**src/rtl/fdsa_pkg.sv**
```systemverilog
// ----------------------------------------------------------------------------
// fdsa_pkg: shared types for the Forth data stack and ALU
// Command codes, result codes, beat payloads and the controller/datapath
// command and status groups.
// ----------------------------------------------------------------------------
package fdsa_pkg;

  // Forth words; codes above CMD_EQ are no-ops.
  typedef enum logic [4:0] {
    CMD_PUSH  = 5'd0,
    CMD_MUL   = 5'd1,
    CMD_DIV   = 5'd2,
    CMD_ADD   = 5'd3,
    CMD_SUB   = 5'd4,
    CMD_MOD   = 5'd5,
    CMD_DUP   = 5'd6,
    CMD_DROP  = 5'd7,
    CMD_PRINT = 5'd8,
    CMD_SWAP  = 5'd9,
    CMD_ROT   = 5'd10,
    CMD_OVER  = 5'd11,
    CMD_EMIT  = 5'd12,
    CMD_CR    = 5'd13,
    CMD_LT    = 5'd14,
    CMD_GT    = 5'd15,
    CMD_EQ    = 5'd16
  } fdsa_cmd_e;

  typedef enum logic [1:0] {
    ST_OK    = 2'd0,
    ST_UNDER = 2'd1,
    ST_DIVZ  = 2'd2,
    ST_OVER  = 2'd3
  } fdsa_status_e;

  typedef enum logic [1:0] {
    PK_NONE = 2'd0,
    PK_NUM  = 2'd1,
    PK_CHAR = 2'd2,
    PK_NL   = 2'd3
  } fdsa_kind_e;

  // Stack position relative to the current count: the free slot, or one,
  // two or three entries below it.
  typedef enum logic [1:0] {
    POS_TOP = 2'd0,
    POS_M1  = 2'd1,
    POS_M2  = 2'd2,
    POS_M3  = 2'd3
  } fdsa_pos_e;

  typedef enum logic [2:0] {
    SRC_LIT    = 3'd0,
    SRC_FIRST  = 3'd1,
    SRC_SECOND = 3'd2,
    SRC_THIRD  = 3'd3,
    SRC_RES    = 3'd4
  } fdsa_src_e;

  typedef enum logic [1:0] {
    CNT_KEEP = 2'd0,
    CNT_INC  = 2'd1,
    CNT_DEC  = 2'd2
  } fdsa_cnt_e;

  typedef enum logic [2:0] {
    S_IDLE    = 3'd0,
    S_CHECK   = 3'd1,
    S_RD_ADDR = 3'd2,
    S_RD_DATA = 3'd3,
    S_EXEC    = 3'd4,
    S_DIV     = 3'd5,
    S_WR      = 3'd6,
    S_DONE    = 3'd7
  } fdsa_state_e;

  typedef struct packed {
    logic [4:0]         command;
    logic signed [31:0] literal;
  } fdsa_in_t;

  typedef struct packed {
    logic [1:0]         status;
    logic [1:0]         print_kind;
    logic signed [31:0] print_value;
    logic [6:0]         stack_depth;
  } fdsa_out_t;

  // Controller to datapath.
  typedef struct packed {
    logic         ld_item;
    logic         rd_en;
    fdsa_pos_e    rd_pos;
    logic         cap_en;
    logic [1:0]   cap_sel;
    logic         div_start;
    logic         alu_en;
    logic         wr_en;
    fdsa_pos_e    wr_pos;
    fdsa_src_e    wr_src;
    logic         fin;
    fdsa_status_e fin_status;
    fdsa_kind_e   fin_kind;
    fdsa_cnt_e    cnt_op;
  } fdsa_ctl_t;

  // Datapath to controller.
  typedef struct packed {
    logic [4:0] command;
    logic       cnt_ge1;
    logic       cnt_ge2;
    logic       cnt_ge3;
    logic       cnt_full;
    logic       first_zero;
    logic       div_done;
    logic       out_free;
  } fdsa_sts_t;

  function automatic logic [1:0] pos_offset(input fdsa_pos_e pos);
    logic [1:0] off;
    case (pos)
      POS_TOP: off = 2'd0;
      POS_M1:  off = 2'd1;
      POS_M2:  off = 2'd2;
      POS_M3:  off = 2'd3;
      default: off = 2'd0;
    endcase
    return off;
  endfunction

endpackage

```
**src/rtl/fdsa_ram.sv**
```systemverilog
// ----------------------------------------------------------------------------
// fdsa_ram: generic single-port-write RAM with registered read
// One write and one read address per cycle; no reset on the contents.
// ----------------------------------------------------------------------------
module fdsa_ram #(
  parameter int WIDTH = 32,
  parameter int DEPTH = 64
) (
  input  logic                     clk_i,
  input  logic                     we_i,
  input  logic [$clog2(DEPTH)-1:0] waddr_i,
  input  logic [WIDTH-1:0]         wdata_i,
  input  logic                     re_i,
  input  logic [$clog2(DEPTH)-1:0] raddr_i,
  output logic [WIDTH-1:0]         rdata_o
);

  logic [WIDTH-1:0] mem_q [DEPTH];
  logic [WIDTH-1:0] rdata_q;

  // Write port and registered read port.
  always_ff @(posedge clk_i) begin
    if (we_i) begin
      mem_q[waddr_i] <= wdata_i;
    end
    if (re_i) begin
      rdata_q <= mem_q[raddr_i];
    end
  end

  assign rdata_o = rdata_q;

endmodule

```
**src/rtl/fdsa_div.sv**
```systemverilog
// ----------------------------------------------------------------------------
// fdsa_div: iterative signed divide and remainder
// Restoring division on magnitudes, one quotient bit per cycle, with the
// signs applied at the end. The quotient truncates toward zero and the
// remainder follows the sign of the dividend.
// ----------------------------------------------------------------------------
module fdsa_div (
  input  logic        clk_i,
  input  logic        rst_ni,
  input  logic        start_i,
  input  logic        is_mod_i,
  input  logic [31:0] dividend_i,
  input  logic [31:0] divisor_i,
  output logic        done_o,
  output logic [31:0] result_o
);

  logic        busy_q, busy_d;
  logic        done_q, done_d;
  logic [4:0]  cnt_q, cnt_d;
  logic [31:0] rem_q, rem_d;
  logic [31:0] quo_q, quo_d;
  logic [31:0] den_q, den_d;
  logic        neg_q, neg_d;
  logic        mod_q, mod_d;
  logic [32:0] rem_sh;
  logic [32:0] diff;
  logic [31:0] mag_a;
  logic [31:0] mag_b;

  assign mag_a  = dividend_i[31] ? (~dividend_i + 32'd1) : dividend_i;
  assign mag_b  = divisor_i[31] ? (~divisor_i + 32'd1) : divisor_i;
  assign rem_sh = {rem_q, quo_q[31]};
  assign diff   = rem_sh - {1'b0, den_q};

  // One quotient bit per cycle.
  always_comb begin
    busy_d = busy_q;
    done_d = 1'b0;
    cnt_d  = cnt_q;
    rem_d  = rem_q;
    quo_d  = quo_q;
    den_d  = den_q;
    neg_d  = neg_q;
    mod_d  = mod_q;
    if (start_i) begin
      busy_d = 1'b1;
      cnt_d  = 5'd31;
      rem_d  = 32'd0;
      quo_d  = mag_a;
      den_d  = mag_b;
      mod_d  = is_mod_i;
      neg_d  = is_mod_i ? dividend_i[31] : (dividend_i[31] ^ divisor_i[31]);
    end else if (busy_q) begin
      if (!diff[32]) begin
        rem_d = diff[31:0];
        quo_d = {quo_q[30:0], 1'b1};
      end else begin
        rem_d = rem_sh[31:0];
        quo_d = {quo_q[30:0], 1'b0};
      end
      cnt_d = cnt_q - 5'd1;
      if (cnt_q == 5'd0) begin
        busy_d = 1'b0;
        done_d = 1'b1;
      end
    end
  end

  always_ff @(posedge clk_i or negedge rst_ni) begin
    if (!rst_ni) begin
      busy_q <= 1'b0;
      done_q <= 1'b0;
    end else begin
      busy_q <= busy_d;
      done_q <= done_d;
    end
  end

  always_ff @(posedge clk_i) begin
    cnt_q <= cnt_d;
    rem_q <= rem_d;
    quo_q <= quo_d;
    den_q <= den_d;
    neg_q <= neg_d;
    mod_q <= mod_d;
  end

  // Sign correction of the selected magnitude.
  always_comb begin
    logic [31:0] mag;
    mag      = mod_q ? rem_q : quo_q;
    result_o = neg_q ? (~mag + 32'd1) : mag;
  end

  assign done_o = done_q;

endmodule

```
**src/rtl/fdsa_dp.sv**
```systemverilog
// ----------------------------------------------------------------------------
// fdsa_dp: Forth stack datapath
// Holds the item, the stack count, the operand registers, the stack RAM,
// the ALU and divider, and the output register.
// ----------------------------------------------------------------------------
module fdsa_dp
  import fdsa_pkg::*;
#(
  parameter int STACK_DEPTH = 64
) (
  input  logic      clk_i,
  input  logic      rst_ni,
  input  fdsa_in_t  in_data_i,
  input  fdsa_ctl_t ctl_i,
  output fdsa_sts_t sts_o,
  input  logic      out_stall_i,
  output logic      out_valid_o,
  output fdsa_out_t out_data_o
);

  localparam int AW = $clog2(STACK_DEPTH);
  localparam int CW = $clog2(STACK_DEPTH + 1);

  logic [4:0]         cmd_q;
  logic [31:0]        lit_q;
  logic [CW-1:0]      count_q, count_d;
  logic signed [31:0] first_q, second_q, third_q;
  logic [31:0]        res_q, res_d;
  logic               out_valid_q;
  fdsa_out_t          out_data_q;
  logic [AW-1:0]      rd_addr, wr_addr;
  logic [31:0]        wr_data, rd_data;
  logic               div_done;
  logic [31:0]        div_res;
  logic [31:0]        pval;

  // Item, operand and ALU result capture.
  always_ff @(posedge clk_i) begin
    if (ctl_i.ld_item) begin
      cmd_q <= in_data_i.command;
      lit_q <= in_data_i.literal;
    end
    if (ctl_i.cap_en) begin
      case (ctl_i.cap_sel)
        2'd0:    first_q  <= rd_data;
        2'd1:    second_q <= rd_data;
        default: third_q  <= rd_data;
      endcase
    end
    if (ctl_i.alu_en) begin
      res_q <= res_d;
    end
  end

  // Stack addressing relative to the count.
  assign rd_addr = AW'(count_q - CW'(pos_offset(ctl_i.rd_pos)));
  assign wr_addr = AW'(count_q - CW'(pos_offset(ctl_i.wr_pos)));

  always_comb begin
    case (ctl_i.wr_src)
      SRC_LIT:    wr_data = lit_q;
      SRC_FIRST:  wr_data = first_q;
      SRC_SECOND: wr_data = second_q;
      SRC_THIRD:  wr_data = third_q;
      SRC_RES:    wr_data = res_q;
      default:    wr_data = res_q;
    endcase
  end

  fdsa_ram #(
    .WIDTH (32),
    .DEPTH (STACK_DEPTH)
  ) u_ram (
    .clk_i   (clk_i),
    .we_i    (ctl_i.wr_en),
    .waddr_i (wr_addr),
    .wdata_i (wr_data),
    .re_i    (ctl_i.rd_en),
    .raddr_i (rd_addr),
    .rdata_o (rd_data)
  );

  fdsa_div u_div (
    .clk_i      (clk_i),
    .rst_ni     (rst_ni),
    .start_i    (ctl_i.div_start),
    .is_mod_i   (cmd_q == CMD_MOD),
    .dividend_i (second_q),
    .divisor_i  (first_q),
    .done_o     (div_done),
    .result_o   (div_res)
  );

  // Binary word result: second op first.
  always_comb begin
    case (cmd_q)
      CMD_MUL: res_d = second_q * first_q;
      CMD_ADD: res_d = second_q + first_q;
      CMD_SUB: res_d = second_q - first_q;
      CMD_LT:  res_d = {31'd0, second_q < first_q};
      CMD_GT:  res_d = {31'd0, first_q < second_q};
      CMD_EQ:  res_d = {31'd0, second_q == first_q};
      default: res_d = div_res;
    endcase
  end

  // Stack count update at the end of a word.
  always_comb begin
    count_d = count_q;
    if (ctl_i.fin) begin
      case (ctl_i.cnt_op)
        CNT_INC: count_d = count_q + CW'(1);
        CNT_DEC: count_d = count_q - CW'(1);
        default: count_d = count_q;
      endcase
    end
  end

  always_comb begin
    case (ctl_i.fin_kind)
      PK_NUM:  pval = first_q;
      PK_CHAR: pval = {24'd0, first_q[7:0]};
      default: pval = 32'd0;
    endcase
  end

  // Output register: a finished result waits here while the next beat runs.
  always_ff @(posedge clk_i or negedge rst_ni) begin
    if (!rst_ni) begin
      count_q     <= '0;
      out_valid_q <= 1'b0;
    end else begin
      count_q <= count_d;
      if (ctl_i.fin) begin
        out_valid_q <= 1'b1;
      end else if (!out_stall_i) begin
        out_valid_q <= 1'b0;
      end
    end
  end

  always_ff @(posedge clk_i) begin
    if (ctl_i.fin) begin
      out_data_q.status      <= ctl_i.fin_status;
      out_data_q.print_kind  <= ctl_i.fin_kind;
      out_data_q.print_value <= pval;
      out_data_q.stack_depth <= 7'(count_d);
    end
  end

  assign sts_o.command    = cmd_q;
  assign sts_o.cnt_ge1    = (count_q >= CW'(1));
  assign sts_o.cnt_ge2    = (count_q >= CW'(2));
  assign sts_o.cnt_ge3    = (count_q >= CW'(3));
  assign sts_o.cnt_full   = (count_q >= CW'(STACK_DEPTH));
  assign sts_o.first_zero = (first_q == 32'sd0);
  assign sts_o.div_done   = div_done;
  assign sts_o.out_free   = !out_valid_q || !out_stall_i;

  assign out_valid_o = out_valid_q;
  assign out_data_o  = out_data_q;

endmodule

```
**src/rtl/fdsa_ctrl.sv**
```systemverilog
// ----------------------------------------------------------------------------
// fdsa_ctrl: Forth stack controller
// Decodes the word, checks the stack bounds and steps the datapath through
// operand reads, execution, write-back and result delivery.
// ----------------------------------------------------------------------------
module fdsa_ctrl
  import fdsa_pkg::*;
(
  input  logic      clk_i,
  input  logic      rst_ni,
  input  logic      in_valid_i,
  output logic      in_stall_o,
  input  fdsa_sts_t sts_i,
  output fdsa_ctl_t ctl_o
);

  fdsa_state_e  state_q, state_d;
  logic [1:0]   rdk_q, rdk_d;
  logic [1:0]   wrk_q, wrk_d;
  fdsa_status_e st_q, st_d;

  logic         known, grows, is_bin, is_div, enough;
  logic [1:0]   need, nwr;
  fdsa_cnt_e    cnt_op;
  fdsa_kind_e   kind;
  fdsa_pos_e    wpos;
  fdsa_src_e    wsrc;

  // Word decode.
  always_comb begin
    known  = 1'b1;
    grows  = 1'b0;
    is_bin = 1'b0;
    is_div = 1'b0;
    need   = 2'd0;
    nwr    = 2'd0;
    cnt_op = CNT_KEEP;
    kind   = PK_NONE;
    case (sts_i.command)
      CMD_PUSH: begin
        grows = 1'b1; nwr = 2'd1; cnt_op = CNT_INC;
      end
      CMD_DUP: begin
        grows = 1'b1; need = 2'd1; nwr = 2'd1; cnt_op = CNT_INC;
      end
      CMD_OVER: begin
        grows = 1'b1; need = 2'd2; nwr = 2'd1; cnt_op = CNT_INC;
      end
      CMD_MUL, CMD_ADD, CMD_SUB, CMD_LT, CMD_GT, CMD_EQ: begin
        is_bin = 1'b1; need = 2'd2; nwr = 2'd1; cnt_op = CNT_DEC;
      end
      CMD_DIV, CMD_MOD: begin
        is_bin = 1'b1; is_div = 1'b1; need = 2'd2; nwr = 2'd1; cnt_op = CNT_DEC;
      end
      CMD_DROP: begin
        need = 2'd1; cnt_op = CNT_DEC;
      end
      CMD_PRINT: begin
        need = 2'd1; cnt_op = CNT_DEC; kind = PK_NUM;
      end
      CMD_EMIT: begin
        need = 2'd1; cnt_op = CNT_DEC; kind = PK_CHAR;
      end
      CMD_CR: begin
        kind = PK_NL;
      end
      CMD_SWAP: begin
        need = 2'd2; nwr = 2'd2;
      end
      CMD_ROT: begin
        need = 2'd3; nwr = 2'd3;
      end
      default: known = 1'b0;
    endcase
    enough = (need == 2'd0) || (need == 2'd1 && sts_i.cnt_ge1) ||
             (need == 2'd2 && sts_i.cnt_ge2) || (need == 2'd3 && sts_i.cnt_ge3);
  end

  // Write-back schedule for each word.
  always_comb begin
    wpos = POS_TOP;
    wsrc = SRC_RES;
    case (sts_i.command)
      CMD_PUSH: wsrc = SRC_LIT;
      CMD_DUP:  wsrc = SRC_FIRST;
      CMD_OVER: wsrc = SRC_SECOND;
      CMD_SWAP: begin
        wpos = (wrk_q == 2'd0) ? POS_M1 : POS_M2;
        wsrc = (wrk_q == 2'd0) ? SRC_SECOND : SRC_FIRST;
      end
      CMD_ROT: begin
        case (wrk_q)
          2'd0: begin
            wpos = POS_M3; wsrc = SRC_SECOND;
          end
          2'd1: begin
            wpos = POS_M2; wsrc = SRC_FIRST;
          end
          default: begin
            wpos = POS_M1; wsrc = SRC_THIRD;
          end
        endcase
      end
      default: wpos = POS_M2;
    endcase
  end

  always_ff @(posedge clk_i or negedge rst_ni) begin
    if (!rst_ni) begin
      state_q <= S_IDLE;
      rdk_q   <= 2'd0;
      wrk_q   <= 2'd0;
      st_q    <= ST_OK;
    end else begin
      state_q <= state_d;
      rdk_q   <= rdk_d;
      wrk_q   <= wrk_d;
      st_q    <= st_d;
    end
  end

  // Next state and datapath commands.
  always_comb begin
    state_d    = state_q;
    rdk_d      = rdk_q;
    wrk_d      = wrk_q;
    st_d       = st_q;
    in_stall_o = 1'b1;
    ctl_o      = '0;
    ctl_o.rd_pos     = POS_M1;
    ctl_o.wr_pos     = wpos;
    ctl_o.wr_src     = wsrc;
    ctl_o.fin_status = st_q;
    ctl_o.fin_kind   = (st_q == ST_OK) ? kind : PK_NONE;
    ctl_o.cnt_op     = (st_q == ST_OK) ? cnt_op : CNT_KEEP;
    case (state_q)
      S_IDLE: begin
        in_stall_o    = 1'b0;
        ctl_o.ld_item = in_valid_i;
        if (in_valid_i) begin
          state_d = S_CHECK;
        end
      end
      S_CHECK: begin
        rdk_d = 2'd0;
        wrk_d = 2'd0;
        st_d  = ST_OK;
        if (!known) begin
          state_d = S_DONE;
        end else if (!enough) begin
          st_d    = ST_UNDER;
          state_d = S_DONE;
        end else if (grows && sts_i.cnt_full) begin
          st_d    = ST_OVER;
          state_d = S_DONE;
        end else if (need != 2'd0) begin
          state_d = S_RD_ADDR;
        end else if (nwr != 2'd0) begin
          state_d = S_WR;
        end else begin
          state_d = S_DONE;
        end
      end
      S_RD_ADDR: begin
        ctl_o.rd_en = 1'b1;
        case (rdk_q)
          2'd0:    ctl_o.rd_pos = POS_M1;
          2'd1:    ctl_o.rd_pos = POS_M2;
          default: ctl_o.rd_pos = POS_M3;
        endcase
        state_d = S_RD_DATA;
      end
      S_RD_DATA: begin
        ctl_o.cap_en  = 1'b1;
        ctl_o.cap_sel = rdk_q;
        if (rdk_q == need - 2'd1) begin
          state_d = S_EXEC;
        end else begin
          rdk_d   = rdk_q + 2'd1;
          state_d = S_RD_ADDR;
        end
      end
      S_EXEC: begin
        if (is_div) begin
          if (sts_i.first_zero) begin
            st_d    = ST_DIVZ;
            state_d = S_DONE;
          end else begin
            ctl_o.div_start = 1'b1;
            state_d         = S_DIV;
          end
        end else if (is_bin) begin
          ctl_o.alu_en = 1'b1;
          state_d      = S_WR;
        end else if (nwr != 2'd0) begin
          state_d = S_WR;
        end else begin
          state_d = S_DONE;
        end
      end
      S_DIV: begin
        if (sts_i.div_done) begin
          ctl_o.alu_en = 1'b1;
          state_d      = S_WR;
        end
      end
      S_WR: begin
        ctl_o.wr_en = 1'b1;
        if (wrk_q == nwr - 2'd1) begin
          state_d = S_DONE;
        end else begin
          wrk_d = wrk_q + 2'd1;
        end
      end
      S_DONE: begin
        if (sts_i.out_free) begin
          ctl_o.fin = 1'b1;
          state_d   = S_IDLE;
        end
      end
      default: state_d = S_IDLE;
    endcase
  end

endmodule

```
**src/rtl/forth_data_stack_alu_unit.sv**
```systemverilog
// ----------------------------------------------------------------------------
// forth_data_stack_alu_unit: Forth data stack and ALU
// Executes one Forth word per input beat on a bounded stack of 32-bit words.
// ----------------------------------------------------------------------------
// Usage:
//   Input channel in_valid_i/in_stall_o/in_data_i carries one word (command
//   and literal) per beat. Output channel out_valid_o/out_stall_i/out_data_o
//   returns exactly one result beat per word: status, print kind and value,
//   and the stack depth after the word.
//   Words run one at a time. After acceptance a word passes the bounds
//   check; cr, no-ops and errors found there go on to the result register.
//   Otherwise each operand is read from the stack RAM, address then data,
//   the word executes once operands are read, and each write-back has its
//   own step. Div and mod also run in the bit-serial divider, one quotient
//   bit a cycle; the divider sets the worst case. The next word is accepted
//   the cycle after a result enters the output register.
//   Reset empties the stack and clears both channels; the stack RAM is not
//   cleared, and only entries below the count are ever read.
//   While the receiver stalls, the result holds in the output register; a
//   following word is still accepted and executed, and waits to finish
//   until the register is free.
// ----------------------------------------------------------------------------
module forth_data_stack_alu_unit
  import fdsa_pkg::*;
#(
  parameter int STACK_DEPTH = 64
) (
  input  logic      clk_i,
  input  logic      rst_ni,
  input  logic      in_valid_i,
  output logic      in_stall_o,
  input  fdsa_in_t  in_data_i,
  output logic      out_valid_o,
  input  logic      out_stall_i,
  output fdsa_out_t out_data_o
);

  fdsa_ctl_t ctl;
  fdsa_sts_t sts;

  fdsa_ctrl u_ctrl (
    .clk_i      (clk_i),
    .rst_ni     (rst_ni),
    .in_valid_i (in_valid_i),
    .in_stall_o (in_stall_o),
    .sts_i      (sts),
    .ctl_o      (ctl)
  );

  fdsa_dp #(
    .STACK_DEPTH (STACK_DEPTH)
  ) u_dp (
    .clk_i       (clk_i),
    .rst_ni      (rst_ni),
    .in_data_i   (in_data_i),
    .ctl_i       (ctl),
    .sts_o       (sts),
    .out_stall_i (out_stall_i),
    .out_valid_o (out_valid_o),
    .out_data_o  (out_data_o)
  );

endmodule

```
**config.mk**
```make
export PLATFORM = sky130hd
export DESIGN_NAME = forth_data_stack_alu_unit
export DESIGN_NICKNAME = d
export VERILOG_FILES = /design/src/rtl/fdsa_pkg.sv /design/src/rtl/fdsa_ram.sv /design/src/rtl/fdsa_div.sv /design/src/rtl/fdsa_dp.sv /design/src/rtl/fdsa_ctrl.sv /design/src/rtl/forth_data_stack_alu_unit.sv
export SDC_FILE = /design/constraint.sdc
export NUM_CORES = 2
export LEC_CHECK = 0
export ABC_CLOCK_PERIOD_IN_PS = 8420
export BUFFER_PORTS_ARGS = -buffer_cell sky130_fd_sc_hd__buf_2
export CAP_MARGIN = 20
export CORE_UTILIZATION = 64
export CTS_CLUSTER_DIAMETER = 40
export DETAILED_ROUTE_END_ITERATION = 10
export GPL_TIMING_DRIVEN = 0
export PLACE_DENSITY_LB_ADDON = 0.25
export SYNTH_ARGS = -nofsm -noshare
export SYNTH_HDL_FRONTEND = slang
export SYNTH_SLANG_ARGS = --single-unit
```
**constraint.sdc**
```tcl
create_clock -name clk_i -period 8.42 [get_ports clk_i]
set_input_delay 0.842 -clock clk_i [delete_from_list [all_inputs] [get_ports clk_i]]
set_output_delay 0.842 -clock clk_i [all_outputs]
set_load 0.05 [all_outputs]
```
==> results.md <==
* Critical Path AT at 8.97 ns
* Initial drt markers at 13100
* Crit share post-route at 99.6%
* Crit-path leading delay family: adder cells
* Final core occ at 74.6%
* EDFF count, synth at 2354
* H-Tree Depth at 5
* Longest Clk Path Bufs at 4
* Die area at 184000 um2
* Placer Congestion at 1.06
* Layout cells sized above 1 at 21.6%
* Hold Vio Cnt, Final at 0
* Core box area at 181000 um2
* Critical path depth at 26
* Port buffer count at 85
* Die H at 429 um
* Area post-placement at 123000 um2
* Starting Density at 64.5%
* Fmax at 119 MHz
* Initial antenna violation count at 30
* Most frequent cells in the layout: 2354 x edfxtp_1, 660 x mux4_2, 547 x inv_1, 413 x fa_1, 389 x nand2_1
* Global-route wire length before repair at 600 mm
* Worst slew pin tran at 1.42 ns
* Yosys Warn Count at 0
* Latest clock arrival within the worst-skew pair at 0.95 ns
* Die W at 429 um
* Sink Count at 2410
* Slowest stage delay, CP at 0.62 ns
* Post-synth ARST share at 0.788%
* Endpoints failing setup at 0
* Syn_nets at 7826
* Distinct cells, synth at 88
* Main synth FF type: edfxtp_1
* Seq/Total Area, Yosys at 61.7%
* DR pass1 iterations at 7
* Setup crit start kind: flip-flop
* Vias in the first global route at 76000
* CP Capture Type: flip-flop
* Most common cell after layout, fill and taps aside: edfxtp_1
* Via Count at 76900
* Fin nets at 8422
* Max_slew headroom at 4.91%
* Crit. Startpoint: u_dp.second_q[3]
* Worst setup endpoint: u_dp.res_q[29]
* Worst EP required at 9.00 ns
* CP max FO at 10
* Yosys reg bits at 2410
* Final worst path period need at 8.39 ns
* CP dominant cell by count: fa_1
* Routed len/inst at 42.0 um
* CTS root buf: clkbuf_16
* Skew final at 0.130 ns
* Overflow left after global routing at 0
* RSZ-0062 raised after global routing: true
* Syn Std Cell Area at 117000 um2
* Total of max-cap violations at 0
* Worst R2R Setup Slack at 0.03 ns
* Mean post-synth cell area at 16.4 um2
* FF-to-FF End: u_dp.res_q[29]
* DRC violations left at 0
* Setup TNS at 0 ns
* Worst min path class: in -> reg
* Buf/Inv on CP at 6
* Outcome: finished clean
* DRT Wirelength at 433 mm
* Estimated wirelength of the detail-placed design at 263 mm
* R2R Path Start: u_dp.second_q[3]
* Post-route insts no fill at 10300
* Inst Count DP at 9692
* R2R depth at 26
* Design Area, Final at 135000 um2
* CTS clk-pin slew, worst paths at 0.06 ns
* Area grow syn2layout at 15.6%
* Largest net degree at the start of global routing at 61
* Setup Crit Path Kind: reg -> reg
* CTS tree: done
* Mapped Cells at 7101
* Num CTS Buffers at 312
* GRT Overall Usage at 47.4%
* Final ANT Viol Nets at 0
* Slew Limit Fails at 0
* Via-to-Cell Ratio at 7.46
* # rows at 156
* I/O pin count at 86
* Worst path slowest cell: edfxtp_1
## layer usage
layer | part of all wire [%] | global-route usage, % | wire, um | up-vias
met1 | 30 | 57.0 | 132000 | 38400
met4 | 10 | 36.8 | 44100 | 12
met3 | 14 | 13.5 | 58400 | 2091
met5 | 0.018 | 0.182 | 80 | -
met2 | 46 | 73.0 | 198000 | 8235
li1 | - | - | - | 28200
## flip-flops by register name, indices dropped and copies added, names as in the netlist, 5 cells and up
| register | flops |
|---|---|
| u_dp.u_ram.mem_q | 2048 |
| u_dp.out_data_o | 43 |
| u_dp.first_q | 32 |
| u_dp.lit_q | 32 |
| u_dp.res_q | 32 |
| u_dp.second_q | 32 |
| u_dp.third_q | 32 |
| u_dp.u_div.den_q | 32 |
| u_dp.u_div.quo_q | 32 |
| u_dp.u_div.rem_q | 32 |
| u_dp.u_ram.rdata_o | 32 |
| u_dp.count_q | 7 |
| u_dp.cmd_q | 5 |
| u_dp.u_div.cnt_q | 5 |
## cell families (layout without fill, tap and decap cells)
group / Yosys count / in the layout / share of synthesized area (%)
flops: 2410 / 2410 / 61.7
mux: 770 / 770 / 13.7
fa+ha+maj: 684 / 684 / 10.0
other cells: 0 / 18 / 0
simple gates: 1297 / 1297 / 5.53
buf+inv: 943 / 1766 / 3.09
compound gates: 770 / 770 / 4.24
xor+xnor: 227 / 227 / 1.72
## worst min-delay path by stage
| stage | depth (start not counted) | startpoint | endpoint | slack [ns] |
|---|---|---|---|---|
| 2_1_floorplan | 1 | u_dp.u_div.cnt_q[4] | u_dp.u_div.done_o | 0.43 |
| 3_3_place_gp | 0 | u_dp.u_ram.rdata_o[12] | u_dp.second_q[12] | 0.45 |
| 3_5_place_dp | 1 | u_dp.u_div.cnt_q[4] | u_dp.u_div.done_o | 0.45 |
| 4_1_cts | 1 | in_data_i[8] | u_dp.lit_q[8] | 0.07 |
| 5_1_grt | 1 | in_data_i[3] | u_dp.lit_q[3] | 0.09 |
| 6_report | 1 | in_data_i[8] | u_dp.lit_q[8] | 0.10 |
## Yosys cell counts, types with 7 or more instances
cell / n / area share (%)
mux4_2: 660 / 13
nand3b_1: 7 / 0.045
o31ai_1: 43 / 0.28
nor4_1: 11 / 0.059
xnor2_1: 152 / 1.1
a21o_1: 30 / 0.19
a22oi_1: 35 / 0.23
o211ai_1: 11 / 0.071
buf_2: 10 / 0.043
a31oi_1: 17 / 0.091
ha_1: 271 / 2.9
nand2_1: 409 / 1.3
and2_1: 329 / 1.8
nor2b_1: 60 / 0.32
dfrtp_1: 19 / 0.41
mux2i_1: 88 / 0.76
fa_1: 413 / 7.1
o41ai_1: 12 / 0.090
nor3_1: 54 / 0.23
nand4_1: 16 / 0.086
o21a_1: 20 / 0.13
and3_1: 11 / 0.059
xor2_1: 74 / 0.56
o221ai_1: 20 / 0.15
mux2_2: 22 / 0.21
nand2b_1: 27 / 0.14
a221oi_1: 12 / 0.090
o22ai_1: 19 / 0.10
inv_1: 548 / 1.8
nand3_1: 35 / 0.15
nor2_1: 263 / 0.85
buf_1: 62 / 0.20
dfxtp_1: 37 / 0.64
o21ai_0: 204 / 0.88
a21oi_1: 193 / 0.83
or4_1: 10 / 0.064
clkbuf_1: 313 / 1.0
o21bai_1: 20 / 0.13
edfxtp_1: 2354 / 61
or3_1: 23 / 0.12
nor3b_1: 15 / 0.097
a211o_1: 7 / 0.053
a211oi_1: 47 / 0.30
a221o_1: 20 / 0.17
or2_2: 7 / 0.038
## through the flow
step                      worst slack [ns]  hold WS (ns)
after floorplan                       1.09         0.432
after global placement               -2.74         0.448
after detailed placement             -1.31         0.452
after CTS                         0.000713        0.0676
after global routing               -0.0122        0.0910
final                               0.0326         0.100
## repair_timing
action | CTS | global route
resized for setup | 122 | 107
endpoints found under the setup margin | 17 | 10
hold endpoints to repair | 19 | 0
setup buffers | 19 | 8
pin swaps | 1 | 2
hold buffers | 1 | 0
## area by class of cell
| cell class | instances | area [um2] |
|---|---|---|
| tap | 2370 | 2970 |
| sequential | 2410 | 71900 |
| timing repair buffer | 286 | 3920 |
| clock inverter | 189 | 2130 |
| multi-input combinational | 3748 | 41900 |
| clock buffer | 352 | 8070 |
| fill | 9662 | 46000 |
| buffer | 390 | 1760 |
| inverter | 549 | 2070 |
| antenna | 18 | 45.0 |
Power is left out: the tool's default activity adds up to more than one toggle a clock period on the data nets, which glitch-free logic cannot reach.
